### src/hdl/bdq_pkg.sv
package bdq_pkg;

    // Number of byte cells in the row
    localparam int DEPTH = 16;

    localparam int IDX_W = $clog2(DEPTH);
    localparam int CNT_W = $clog2(DEPTH + 1);
    localparam int CAP_W = 5;
    localparam int OUT_W = 5;
    // Common width for comparing the fill level against the capacity
    localparam int CMP_W = (CNT_W > CAP_W) ? CNT_W : CAP_W;

    localparam logic [CAP_W-1:0] CAP_RESET = CAP_W'(16);

    typedef enum logic [2:0] {
        OP_PUSH_BACK  = 3'd0,
        OP_POP_BACK   = 3'd1,
        OP_PUSH_FRONT = 3'd2,
        OP_POP_FRONT  = 3'd3,
        OP_FLUSH      = 3'd4
    } op_t;

    typedef enum logic [1:0] {
        CELL_HOLD,
        CELL_LOAD,
        CELL_SHR,
        CELL_SHL
    } cell_cmd_t;

    typedef struct packed {
        cell_cmd_t        cmd;
        logic [CNT_W-1:0] fill;
    } cell_ctrl_t;

endpackage

### src/hdl/bdq_if.sv
interface bdq_cmd_if;
    logic       valid;
    logic       ready;
    logic [2:0] op;
    logic [7:0] data_in;

    modport source (output valid, output op, output data_in, input ready);
    modport sink   (input valid, input op, input data_in, output ready);
endinterface

interface bdq_res_if;
    logic       valid;
    logic       ready;
    logic       ok;
    logic [7:0] data_out;
    logic [4:0] count;
    logic [4:0] room;

    modport source (output valid, output ok, output data_out, output count, output room,
                    input ready);
    modport sink   (input valid, input ok, input data_out, input count, input room,
                    output ready);
endinterface

### src/hdl/bdq_cell.sv
module bdq_cell (
    input  logic                          clk,
    input  bdq_pkg::cell_ctrl_t           ctrl,
    input  logic [bdq_pkg::IDX_W-1:0]     idx,
    input  logic [7:0]                    load_data,
    input  logic [7:0]                    left_data,
    input  logic [7:0]                    right_data,
    output logic [7:0]                    data,
    output logic [7:0]                    tap
);

    logic [7:0] data_reg;
    logic       is_tail;
    logic       is_back;

    // Tail: first free slot; back: last held byte
    assign is_tail = (bdq_pkg::CNT_W'(idx) == ctrl.fill);
    assign is_back = ((bdq_pkg::CNT_W'(idx) + bdq_pkg::CNT_W'(1)) == ctrl.fill);

    always_ff @(posedge clk)
    begin
        unique case (ctrl.cmd)
            bdq_pkg::CELL_LOAD:
            begin
                if (is_tail)
                begin
                    data_reg <= load_data;
                end
            end
            bdq_pkg::CELL_SHR: data_reg <= left_data;
            bdq_pkg::CELL_SHL: data_reg <= right_data;
            default:           data_reg <= data_reg;
        endcase
    end

    assign data = data_reg;
    assign tap  = is_back ? data_reg : 8'd0;

endmodule

### src/hdl/byte_deque_unit.sv
// Double-ended byte queue built as a row of byte cells.
//
// Channels: cmd (sink) carries op and data_in; res (source) carries ok,
// data_out, count and room. A transfer happens on a rising clk edge with
// valid and ready both high. cfg_we/cfg_wdata write the capacity register
// (5 bits, reset 16); write it only while the queue is idle.
//
// The queue always sits packed at the low end of the row: cell 0 holds the
// front byte, cell count-1 the back byte. Push back loads the first free
// cell, push front shifts the whole row up by one, pop front shifts it down
// by one, pop back reads the back cell through an OR of one-hot taps.
//
// The result is registered and appears in the cycle after the command transfer.
// Throughput: one command per clock while res is not held off, set by the
// update of the fill counter and the one-step shift of the cell row.
// Reset: fill and the result valid flag clear, capacity returns to 16; the
// cell contents are not cleared and are never read before being written.
// Stall: while res is held off, the result register keeps its item and
// cmd.ready follows res.ready, so nothing is lost or repeated.
module byte_deque_unit (
    input  logic                          clk,
    input  logic                          rst_n,
    bdq_cmd_if.sink                       cmd,
    bdq_res_if.source                     res,
    input  logic                          cfg_we,
    input  logic [bdq_pkg::CAP_W-1:0]     cfg_wdata
);

    localparam int DEPTH = bdq_pkg::DEPTH;
    localparam int CNT_W = bdq_pkg::CNT_W;
    localparam int CMP_W = bdq_pkg::CMP_W;
    localparam int OUT_W = bdq_pkg::OUT_W;

    logic [bdq_pkg::CAP_W-1:0] cap_reg;
    logic [CNT_W-1:0]          fill_reg;
    logic [CNT_W-1:0]          fill_next;

    logic                      res_valid_reg;
    logic                      ok_reg;
    logic                      ok_next;
    logic [7:0]                dout_reg;
    logic [7:0]                dout_next;
    logic [OUT_W-1:0]          count_reg;
    logic [OUT_W-1:0]          room_reg;
    logic [OUT_W-1:0]          room_next;

    logic                      cmd_fire;
    logic [CMP_W-1:0]          cap_eff;
    logic [CMP_W-1:0]          fill_ext;
    logic [CMP_W-1:0]          fill_next_ext;
    logic                      can_push;
    logic                      can_pop;
    bdq_pkg::op_t              op;
    bdq_pkg::cell_ctrl_t       cell_ctrl;

    logic [7:0]                cell_data [DEPTH];
    logic [7:0]                cell_tap  [DEPTH];
    logic [7:0]                back_byte;

    // Accept whenever the result register is empty or being drained
    assign cmd.ready = !res_valid_reg || res.ready;
    assign cmd_fire  = cmd.valid && cmd.ready;
    assign op        = bdq_pkg::op_t'(cmd.op);

    // Saturate the configured capacity at the row length
    assign cap_eff  = (CMP_W'(cap_reg) > CMP_W'(DEPTH)) ? CMP_W'(DEPTH) : CMP_W'(cap_reg);
    assign fill_ext = CMP_W'(fill_reg);
    assign can_push = (fill_ext < cap_eff);
    assign can_pop  = (fill_reg != '0);

    // Gather the back byte from the one-hot cell taps
    always_comb
    begin
        back_byte = 8'd0;
        for (int i = 0; i < DEPTH; i++)
        begin
            back_byte = back_byte | cell_tap[i];
        end
    end

    // Decode the command: next fill, result and cell row action
    always_comb
    begin
        fill_next     = fill_reg;
        ok_next       = 1'b0;
        dout_next     = 8'd0;
        cell_ctrl.cmd = bdq_pkg::CELL_HOLD;
        cell_ctrl.fill = fill_reg;
        if (cmd_fire)
        begin
            unique case (op)
                bdq_pkg::OP_PUSH_BACK:
                begin
                    if (can_push)
                    begin
                        cell_ctrl.cmd = bdq_pkg::CELL_LOAD;
                        fill_next     = fill_reg + CNT_W'(1);
                        ok_next       = 1'b1;
                    end
                end
                bdq_pkg::OP_POP_BACK:
                begin
                    if (can_pop)
                    begin
                        dout_next = back_byte;
                        fill_next = fill_reg - CNT_W'(1);
                        ok_next   = 1'b1;
                    end
                end
                bdq_pkg::OP_PUSH_FRONT:
                begin
                    if (can_push)
                    begin
                        cell_ctrl.cmd = bdq_pkg::CELL_SHR;
                        fill_next     = fill_reg + CNT_W'(1);
                        ok_next       = 1'b1;
                    end
                end
                bdq_pkg::OP_POP_FRONT:
                begin
                    if (can_pop)
                    begin
                        cell_ctrl.cmd = bdq_pkg::CELL_SHL;
                        dout_next     = cell_data[0];
                        fill_next     = fill_reg - CNT_W'(1);
                        ok_next       = 1'b1;
                    end
                end
                bdq_pkg::OP_FLUSH:
                begin
                    fill_next = '0;
                    ok_next   = 1'b1;
                end
                default:
                begin
                    // Unknown op: drop it, report the unchanged state
                    ok_next = 1'b0;
                end
            endcase
        end
    end

    assign fill_next_ext = CMP_W'(fill_next);
    assign room_next     = (fill_next_ext < cap_eff) ?
                           OUT_W'(cap_eff - fill_next_ext) : '0;

    // Cell row: cell 0 is the front; the push-front byte enters from the left end
    for (genvar i = 0; i < DEPTH; i++)
    begin : g_cell
        logic [7:0] left_data;
        logic [7:0] right_data;

        if (i == 0)
        begin : g_first
            assign left_data = cmd.data_in;
        end
        else
        begin : g_mid_l
            assign left_data = cell_data[i-1];
        end

        if (i == DEPTH - 1)
        begin : g_last
            assign right_data = 8'd0;
        end
        else
        begin : g_mid_r
            assign right_data = cell_data[i+1];
        end

        bdq_cell u_cell (
            .clk        (clk),
            .ctrl       (cell_ctrl),
            .idx        (bdq_pkg::IDX_W'(i)),
            .load_data  (cmd.data_in),
            .left_data  (left_data),
            .right_data (right_data),
            .data       (cell_data[i]),
            .tap        (cell_tap[i])
        );
    end

    // Capacity register
    always_ff @(posedge clk or negedge rst_n)
    begin
        if (!rst_n)
        begin
            cap_reg <= bdq_pkg::CAP_RESET;
        end
        else if (cfg_we)
        begin
            cap_reg <= cfg_wdata;
        end
    end

    // Fill counter and result valid
    always_ff @(posedge clk or negedge rst_n)
    begin
        if (!rst_n)
        begin
            fill_reg      <= '0;
            res_valid_reg <= 1'b0;
        end
        else
        begin
            fill_reg <= fill_next;
            if (cmd_fire)
            begin
                res_valid_reg <= 1'b1;
            end
            else if (res.ready)
            begin
                res_valid_reg <= 1'b0;
            end
        end
    end

    // Result payload: load on each command transfer, hold otherwise
    always_ff @(posedge clk)
    begin
        if (cmd_fire)
        begin
            ok_reg    <= ok_next;
            dout_reg  <= dout_next;
            count_reg <= OUT_W'(fill_next);
            room_reg  <= room_next;
        end
    end

    assign res.valid    = res_valid_reg;
    assign res.ok       = ok_reg;
    assign res.data_out = dout_reg;
    assign res.count    = count_reg;
    assign res.room     = room_reg;

`ifndef SYNTH
    // A failed operation never returns a byte
    a_fail_no_data: assert property (@(posedge clk) disable iff (!rst_n)
        (res_valid_reg && !ok_reg) |-> (dout_reg == 8'd0))
        else $error("failed operation returned a byte");

    // The fill level never passes the row length
    a_fill_bound: assert property (@(posedge clk) disable iff (!rst_n)
        CMP_W'(fill_reg) <= CMP_W'(DEPTH))
        else $error("fill level beyond row length");

    // An accepted flush empties the queue
    a_flush_empties: assert property (@(posedge clk) disable iff (!rst_n)
        (cmd_fire && op == bdq_pkg::OP_FLUSH) |=> (fill_reg == '0))
        else $error("flush left bytes in the queue");

    // A successful push moves the fill level up by one
    a_push_grows: assert property (@(posedge clk) disable iff (!rst_n)
        (cmd_fire && ok_next &&
         (op == bdq_pkg::OP_PUSH_BACK || op == bdq_pkg::OP_PUSH_FRONT))
        |=> (fill_reg == $past(fill_reg) + CNT_W'(1)))
        else $error("push did not grow the queue by one");
`endif

endmodule
### src/flat_wrapper.sv
// flat-port wrapper written by rule: the top's interface ports become plain ports
module byte_deque_unit_flat 
  (clk, rst_n, cfg_we, cfg_wdata, cmd_valid, cmd_op, cmd_data_in, cmd_ready, res_valid, res_ok, res_data_out, res_count, res_room, res_ready);
  bdq_cmd_if cmd_i ();
  bdq_res_if res_i ();
  input  logic clk;
  input  logic rst_n;
  input  logic cfg_we;
  input  logic [bdq_pkg::CAP_W-1:0] cfg_wdata;
  input wire logic [$bits(cmd_i.valid)-1:0] cmd_valid;
  input wire logic [$bits(cmd_i.op)-1:0] cmd_op;
  input wire logic [$bits(cmd_i.data_in)-1:0] cmd_data_in;
  output wire logic [$bits(cmd_i.ready)-1:0] cmd_ready;
  output wire logic [$bits(res_i.valid)-1:0] res_valid;
  output wire logic [$bits(res_i.ok)-1:0] res_ok;
  output wire logic [$bits(res_i.data_out)-1:0] res_data_out;
  output wire logic [$bits(res_i.count)-1:0] res_count;
  output wire logic [$bits(res_i.room)-1:0] res_room;
  input wire logic [$bits(res_i.ready)-1:0] res_ready;
  assign cmd_i.valid = cmd_valid;
  assign cmd_i.op = cmd_op;
  assign cmd_i.data_in = cmd_data_in;
  assign cmd_ready = cmd_i.ready;
  assign res_valid = res_i.valid;
  assign res_ok = res_i.ok;
  assign res_data_out = res_i.data_out;
  assign res_count = res_i.count;
  assign res_room = res_i.room;
  assign res_i.ready = res_ready;
  byte_deque_unit u_core (.clk(clk), .rst_n(rst_n), .cmd(cmd_i), .res(res_i), .cfg_we(cfg_we), .cfg_wdata(cfg_wdata));
endmodule
### config.mk
export PLATFORM = sky130hd
export DESIGN_NAME = byte_deque_unit_flat
export DESIGN_NICKNAME = d
export VERILOG_FILES = /design/src/hdl/bdq_pkg.sv /design/src/hdl/bdq_if.sv /design/src/hdl/bdq_cell.sv /design/src/hdl/byte_deque_unit.sv /design/src/flat_wrapper.sv
export SDC_FILE = /design/constraint.sdc
export NUM_CORES = 1
export LEC_CHECK = 0
export BUFFER_PORTS_ARGS = -buffer_cell sky130_fd_sc_hd__buf_2
export CAP_MARGIN = 5
export CORE_UTILIZATION = 42
export CTS_CLUSTER_SIZE = 24
export DETAILED_ROUTE_END_ITERATION = 8
export PLACE_DENSITY_LB_ADDON = 0.12
export SLEW_MARGIN = 25
export SYNTH_ARGS = -nofsm -noshare
export SYNTH_HDL_FRONTEND = slang
export SYNTH_SLANG_ARGS = --single-unit
export TNS_END_PERCENT = 50
### constraint.sdc
create_clock -name clk -period 5 [get_ports clk]
set_input_delay 1.25 -clock clk [delete_from_list [all_inputs] [get_ports clk]]
set_output_delay 1.25 -clock clk [all_outputs]
set_load 0.02 [all_outputs]
==> results of run 1 <==
==> cells by family after synthesis <==
group,synth area share
DFF,0.5435
xor gates and xnor gates,0.004060
AOI/OAI and AO/OA,0.2570
and+or+nand+nor,0.08872
muxes,0.03842
buffers and inverters,0.04422
adders and majority gates,0.02407
==> worst max-delay path, cell delays in order (launching register included) <==
cell,delay [ps]
dfstp_2,550
inv_1,100
nand2_1,120
ha_1,260
a211oi_1,310
o221a_2,340
nand2_4,380
or4_1,610
a21oi_1,770
buf_4,320
==> layout make-up <==
class,count,area (um2)
Sequential cell,158,4691
Multi-Input combinational cell,546,3602
Fill cell,1867,10420
Clock buffer,17,425.4
Inverter,18,67.56
Timing Repair Buffer,73,452.9
Clock inverter,15,168.9
Tap cell,270,337.8
==> final timing paths <==
kind	start	endpoint	slack, ps
worst max-delay path	u_core.cap_reg[4]	u_core.g_cell[1].u_cell.data[7]	920
worst min-delay path	u_core.cap_reg[2]	u_core.cap_reg[2]	520
worst max register to register	u_core.cap_reg[4]	u_core.g_cell[1].u_cell.data[7]	920
worst min register to register	u_core.cap_reg[2]	u_core.cap_reg[2]	520
max in group asynchronous	rst_n	u_core.cap_reg[4]	4030
min in group asynchronous	rst_n	u_core.cap_reg[1]	690
==> per-stage QoR <==
stage                     worst slack [ps]  instances  instance area, um2
after floorplan                       1222        795                8631
after global placement               892.2       1064                9117
after detailed placement             907.0       1065                9148
after CTS                            956.4       1097                9742
after global routing                 708.9       1097                9746
final                                919.6       1097                9746
==> power by group through the flow <==
stage / clock, mW / combinational [mW] / sequential (mW)
2_1_floorplan: 0 / 1.14 / 1.70
5_1_grt: 1.40 / 1.85 / 1.69
6_report: 1.34 / 1.73 / 1.68
3_5_place_dp: 0 / 1.68 / 1.71
3_3_place_gp: 0 / 1.67 / 1.71
4_1_cts: 1.34 / 1.69 / 1.68
==> cells in the final DEF, fill, tap and decap left out, types with 7 or more instances in the layout <==
cell / n
edfxtp_1: 147
a21oi_1: 139
o22ai_1: 118
buf_2: 41
nand2_1: 33
buf_4: 31
o21ai_0: 26
nor2_1: 25
inv_1: 17
clkbuf_16: 17
a22oi_1: 15
ha_1: 15
mux2i_1: 14
a22o_1: 13
mux2_2: 13
a221oi_1: 10
dfrtp_1: 10
nor2b_1: 9
nand3_1: 9
and3_1: 9
nand2b_1: 8
nor3_1: 7
nor3_2: 7
==> routing by layer <==
metal  GRT usage  routed length, um  part of all wire  up-vias
met5           0                  0                 0        -
met4      0.1137                910             0.031        0
met3     0.06520               2747             0.094       62
met2      0.4226              13220              0.45      399
met1      0.3943              12440              0.42     3654
li1            -                  -                 -     3235
==> results_dict.tcl, run 1 <==
set metrics [dict create \
    synth_most_common_cell "edfxtp_1" \
    dr.first_iter.drc_count 905 \
    drv_cap 0 \
    htreeDepth 4 \
    finalMaxSlewViolations 0 \
    largest_reg_flops 128 \
    die_w_um 145.4 \
    path_max_fanout 59 \
    whs_path_depth 1 \
    p_int_mw 2.883 \
    hold_violations 0 \
    seq_area_frac_synth 0.5435 \
    cts_setup_buffers 0 \
    place_hpwl_um 19710 \
    startpoint_type "flip-flop" \
    grt_overflow 0 \
    cts_buffer_depth 2 \
    p_leak_nw 3.278 \
    max_clock_freq_mhz 245.1 \
    first_pass_iters 5 \
    die_y_um 145.4 \
    p_per_area_nw_per_um2 487.0 \
    postLayoutCoreUtil 0.4832 \
    seqPwrFrac 0.354 \
    num_io_pins 42 \
    yosysTopAreaCellShare 0.5115 \
    viasPerCell 6.700 \
    synth_common_cells "edfxtp_1, a21oi_1, o22ai_1" \
    synth.area.top_cells "edfxtp_1, o22ai_1, a21oi_1, dfrtp_1, ha_1" \
    synth_area_um2 8631 \
    p_switching_mw 1.863 \
    rsz0062_at_grt "false" \
    critPathArrivalTime_ps 4220 \
    clk_latency_ps 440 \
    status "finished, final reports clean" \
    drc_errors 0 \
    p_clk_frac 0.282 \
    ys.flop_type "edfxtp_1" \
    peakVddDrop_mv 0.2590 \
    num_vias 7350 \
    post-route-period-util 0.8161 \
    cts_sinks 158 \
    synth.largest_area_cell "edfxtp_1" \
    r2r_cells 9 \
    path_clk_slew_ps 70 \
    required_ps 5140 \
    drive_above_1_share 0.1717 \
    globalRouteTotalUtil 0.2817 \
    maxSlewHeadroom 0.3269 \
    wl_um 29320 \
    ant_nets 0 \
    wire_per_inst_um 26.73 \
    hold_path_class "flip-flop to flip-flop" \
    cts_root_buf "clkbuf_16" \
    first_global_vias 6978 \
    coreArea_um2 20170 \
    diodes 0 \
    fin_total_pwr_mw 4.747 \
    initial_core_util 0.4279 \
    combPwrFrac 0.365 \
    crit_type "flip-flop to flip-flop" \
    clock_skew_ps 10.76 \
    syn_inst 795 \
    die_area_um2 21130 \
    sw_frac_of_total 0.3926 \
    gp_congestion 0.8831 \
    whs_ps 517.5 \
    ys_ff_latch 158 \
    finalSetupViolations 0 \
    nets 851 \
    grt_pass1_wl_um 44410 \
    worstMarginPinSlew_ps 1010 \
    synth_edf_count 147 \
    yosys_warnings 0 \
    postCtsResizedCells 0 \
    avgSynthCellArea_um2 10.86 \
    cts_hold_buf 0 \
    synth_async_sr_flop_share 0.06962 \
    row_count 52 \
    cts_buffers 17 \
    setup.worst_path.end_class "flip-flop" \
    post-route-min-period_ps 4080 \
    io_buffers 41 \
    finalSetupTns_ps 0 \
    syn_nets 832 \
    synthToLayoutAreaGrowth_pct 12.92 \
    grt_max_degree 71 \
    antenna_found_initial 0 \
    synth_cell_types 64 \
    cts_tree "done" \
]
No activity file was read; power rests on OpenSTA's default activity.
==> run 2: changes to the inputs <==
clock period = 3.59 ns   (was 5 ns; I/O delays follow)
==> results_dict.tcl, run 2 (same netlist as run 1, synthesis figures left out) <==
set metrics [dict create \
    clock_skew_ps 11.89 \
    cts_buffers 17 \
    hold_violations 0 \
    fin_total_pwr_mw 6.755 \
    p_switching_mw 2.546 \
    globalRouteTotalUtil 0.2845 \
    critPathArrivalTime_ps 3640 \
    path_max_fanout 6 \
    gp_congestion 0.9198 \
    die_area_um2 21130 \
    row_count 52 \
    viasPerCell 6.664 \
    drv_cap 0 \
    wl_um 29530 \
    final_cell_mix "edfxtp_1, a21oi_1, o22ai_1, buf_4, buf_2" \
    r2r_cells 14 \
    first_global_vias 7392 \
    peakVddDrop_mv 0.3567 \
    p_int_mw 4.209 \
    maxSlewHeadroom 0.3218 \
    startpoint_type "flip-flop" \
    seqPwrFrac 0.342 \
    p_leak_nw 3.419 \
    hold_path_class "primary input to asynchronous set/reset pin" \
    finalSetupTns_ps 0 \
    crit_chain "inv_1 > nand2_1 > ha_1 > a211oi_4 > o221ai_2 > buf_4 > nor4_1 > a211oi_2 > ha_1 > inv_1 > a21oi_1 > o31ai_1 > buf_4 > nor3_2" \
    place_hpwl_um 19810 \
    grt_overflow 0 \
    num_vias 7497 \
    post-route-min-period_ps 3453 \
    grt_max_degree 74 \
    drc_errors 0 \
    cts_buffer_depth 2 \
    finalSetupViolations 0 \
    timing.rr.start "u_core.cap_reg[4]" \
    wire_per_inst_um 26.25 \
    clk_latency_ps 440 \
    cts_hold_buf 0 \
    finalMaxSlewViolations 0 \
    combPwrFrac 0.386 \
    required_ps 3780 \
    crit_type "flip-flop to flip-flop" \
    ant_nets 0 \
    cts_tree "done" \
    layout_commonest_cell "edfxtp_1" \
    die_y_um 145.4 \
    die_w_um 145.4 \
    initial_core_util 0.4279 \
    dr.first_iter.drc_count 1071 \
    status "finished, final reports clean" \
    worstMarginPinSlew_ps 1012 \
    fin_cells 1125 \
    grt_pass1_wl_um 45130 \
    diodes 0 \
    p_clk_frac 0.272 \
    coreArea_um2 20170 \
    slowest_delay_ps 550 \
    p_per_area_nw_per_um2 676.5 \
    first_pass_iters 6 \
    path_clk_slew_ps 60 \
    post-route-period-util 0.9617 \
    largest_reg_flops 128 \
    cts_sinks 158 \
    r2r-end "u_core.res.room[3]" \
    sw_frac_of_total 0.3769 \
    worst_path_max_delay_cell "dfstp_2" \
    place_inst 1091 \
    drive_above_1_share 0.1977 \
    cts_root_buf "clkbuf_16" \
    nets 879 \
    setup.worst_path.end_class "flip-flop" \
    synthToLayoutAreaGrowth_pct 15.70 \
    r2r_setup_slack_ps 140 \
    htreeDepth 4 \
    antenna_found_initial 0 \
    max_clock_freq_mhz 289.6 \
    io_buffers 41 \
    num_io_pins 42 \
]
## run 2: cell count changes in the layout (fill, tap and decap cells not counted), moves of 3 or more
cell,delta
clkinv_1,+5
o21ai_1,+3
inv_6,-6
buf_4,+28
inv_8,-4
o21ai_0,-4
## run 2: worst max path at each step
stage / from / to / depth (start not counted)
after floorplan: u_core.cap_reg[4] / u_core.res.room[3] / 14
after global placement: u_core.cap_reg[4] / u_core.res.room[4] / 16
after detailed placement: u_core.cap_reg[4] / u_core.res.room[3] / 15
after CTS: u_core.cap_reg[4] / u_core.res.room[3] / 15
after global routing: u_core.cap_reg[4] / u_core.res.room[3] / 14
final: u_core.cap_reg[4] / u_core.res.room[3] / 14
## run 2: final cells by class
type                            count  area (um2)
Sequential cell                   158        4691
Clock inverter                     14       150.1
Tap cell                          270       337.8
Fill cell                        1835       10180
Timing Repair Buffer              101       668.1
Multi-Input combinational cell    546        3642
Clock buffer                       18       429.2
Inverter                           18       67.56
## run 2: timing repair
item / CTS / global route
setup buffers: 0 / 2
setup endpoints to repair: 0 / 5
gates resized for setup: 0 / 12
## run 2: per-stage QoR
step           utilization  setup WS [ps]  hold WS, ps  area (um2)
2_1_floorplan            -          65.64        480.5        8631
5_1_grt             0.4951         -56.65        347.2        9986
4_1_cts             0.4920          2.783        334.0        9923
3_5_place_dp        0.4633          28.94        511.8        9344
6_report            0.4951          137.4        324.2        9986
3_3_place_gp        0.4627          175.4        514.0        9333
## run 2: power by group through the flow
stage | sequential, mW | clock (mW) | combinational [mW]
final | 2.31 | 1.83 | 2.61
after global routing | 2.33 | 1.92 | 2.78
after CTS | 2.31 | 1.85 | 2.46
after detailed placement | 2.35 | 0 | 2.45
after global placement | 2.34 | 0 | 2.42
after floorplan | 2.37 | 0 | 1.58
## run 2: layer usage
layer / global-route usage / vias up / wire length [um]
met5: 0 / - / 0
met1: 0.3815 / 3650 / 12020
met2: 0.4346 / 487 / 13370
met4: 0.1174 / 0 / 1097
met3: 0.07962 / 86 / 3036
li1: - / 3274 / -
## run 2: worst max-delay path: cells and delay by family (launching register included)
kind,cells,cell delay [ps]
flip-flops,1,550
AO/OA/AOI/OAI,5,830
AND/OR/NAND/NOR,3,660
adder cells (fa/ha/maj),2,610
buffers and inverters,4,540
==> run 3: changes to the inputs <==
==> constraint.sdc (replaced) <==
create_clock -name clk -period 3.59 [get_ports clk]
set_input_delay 0.359 -clock clk [delete_from_list [all_inputs] [get_ports clk]]
set_output_delay 0.359 -clock clk [all_outputs]
set_load 0.02 [all_outputs]
==> results_dict.tcl, run 3 (same netlist as run 1, synthesis figures left out) <==
set metrics [dict create \
    final_cell_mix "edfxtp_1, a21oi_1, o22ai_1, buf_4, buf_2" \
    worst_path_max_delay_cell "dfstp_2" \
    placed_cell_area_um2 9365 \
    io_buffers 41 \
    crit_top_cell "buf_4" \
    combPwrFrac 0.391 \
    globalRouteTotalUtil 0.2816 \
    first_pass_iters 6 \
    coreArea_um2 20170 \
    gp_congestion 0.9004 \
    p_clk_frac 0.260 \
    wire_per_inst_um 25.82 \
    design_area_um2 9977 \
    post-route-min-period_ps 3458 \
    fin_cells 1133 \
    pre_cts_slack_ps 40.60 \
    r2r-end "u_core.res.room[3]" \
    seqPwrFrac 0.349 \
    status "finished, final reports clean" \
    num_vias 7562 \
    htreeDepth 4 \
    slowest_delay_ps 550 \
    postLayoutCoreUtil 0.4947 \
    initial_core_util 0.4279 \
    cts_buffer_depth 2 \
    wl_um 29250 \
    nets 887 \
    p_int_mw 4.086 \
    endpoint "u_core.res.room[3]" \
    p_per_area_nw_per_um2 661.9 \
    finalMaxSlewViolations 0 \
    peakVddDrop_mv 0.3373 \
    place_hpwl_um 19860 \
    crit_type "flip-flop to flip-flop" \
    cts_buffers 17 \
    first_global_vias 7361 \
    grt_pass1_wl_um 44710 \
    drv_cap 0 \
    drive_above_1_share 0.2074 \
    clk_latency_ps 430 \
    cp.buffers_inverters 5 \
    max_clock_freq_mhz 289.2 \
    diodes 0 \
    post-route-period-util 0.9632 \
    grt_overflow 0 \
    whs_ps 156.3 \
    cp_top_family "compound AO/OA/AOI/OAI gates" \
    layout_commonest_cell "edfxtp_1" \
    num_io_pins 42 \
    cts_tree "done" \
    drc_errors 0 \
    fin_total_pwr_mw 6.604 \
    crit_chain "inv_2 > nand2_2 > ha_1 > a211oi_2 > buf_4 > o221ai_1 > buf_4 > o21ai_0 > nand2_1 > a211oi_2 > ha_1 > inv_1 > a21oi_1 > o31ai_1 > buf_4 > nor3_1" \
    worstMarginPinSlew_ps 934.2 \
    path_clk_slew_ps 70 \
    die_w_um 145.4 \
    p_leak_nw 3.440 \
    startpoint_type "flip-flop" \
    required_ps 3770 \
    r2r_setup_slack_ps 130 \
    setup.worst_path.end_class "flip-flop" \
    p_switching_mw 2.518 \
    maxSlewHeadroom 0.3772 \
    viasPerCell 6.674 \
    critPathArrivalTime_ps 3640 \
    path_max_fanout 6 \
    row_count 52 \
    finalSetupViolations 0 \
    r2r_cells 16 \
    hold_violations 0 \
    setup_ws_ps 132.0 \
    synthToLayoutAreaGrowth_pct 15.60 \
    cp-startpoint "u_core.cap_reg[4]" \
    die_y_um 145.4 \
    hold_path_class "primary input to flip-flop" \
    fillerInstances 1868 \
    dr.first_iter.drc_count 984 \
    grt_max_degree 116 \
    largest_reg_flops 128 \
    place_inst 1096 \
    die_area_um2 21130 \
    cts_root_buf "clkbuf_16" \
    antenna_found_initial 1 \
    timing.rr.start "u_core.cap_reg[4]" \
    finalSetupTns_ps 0 \
    sw_frac_of_total 0.3813 \
    clock_skew_ps 14.57 \
    path_depth 16 \
    ant_nets 0 \
    cts_sinks 158 \
]
==> run 3: power by group through the flow <==
stage	clock network (mW)	logic [mW]	registers [mW]
final	1.71	2.58	2.31
after global routing	1.81	2.77	2.32
after CTS	1.73	2.46	2.30
after detailed placement	0	2.45	2.34
after global placement	0	2.42	2.34
after floorplan	0	1.58	2.37
==> run 3: what timing repair did <==
action / CTS / global route
gates resized for setup: 0 / 10
hold buffers: 1 / 0
setup endpoints to repair: 0 / 5
setup buffers: 0 / 4
hold endpoints to repair: 10 / 0
==> run 3: how the worst min path moves through the flow <==
stage                  from                  to  slack, ps  cells past startpoint
2_1_floorplan         rst_n   u_core.cap_reg[0]         60                      0
3_3_place_gp          rst_n  u_core.fill_ext[0]        250                      1
3_5_place_dp          rst_n  u_core.fill_ext[0]        260                      1
4_1_cts        cfg_wdata[4]   u_core.cap_reg[4]        150                      3
5_1_grt        cfg_wdata[0]   u_core.cap_reg[0]        160                      2
6_report       cfg_wdata[4]   u_core.cap_reg[4]        160                      3
==> run 3: worst reg2reg max path, delay by kind of cell, from the launching register on <==
family,cells,cell delay (ps)
buffers and inverters,5,680
AOI/OAI and AO/OA,6,1200
DFF,1,550
adders and majority gates,2,550
and+or+nand+nor,3,250
==> run 3: layer usage <==
layer	global-route usage	up-vias	part of all wire	wire [um]
met2	0.4375	441	0.46	13490
met1	0.3800	3764	0.42	12210
met5	0	-	0.00044	13
met3	0.06834	68	0.091	2674
met4	0.1126	2	0.029	853
li1	-	3287	-	-
==> run 3: final cells by class <==
cell class / instances / area [um2] / share of cell area
sequential: 158 / 4691 / 0.4702
tap: 270 / 337.8 / 0.03386
multi-input combinational: 546 / 3606 / 0.3614
clock buffer: 18 / 429.2 / 0.04301
inverter: 18 / 67.56 / 0.006772
timing repair buffer: 109 / 725.7 / 0.07274
clock inverter: 14 / 120.1 / 0.01204
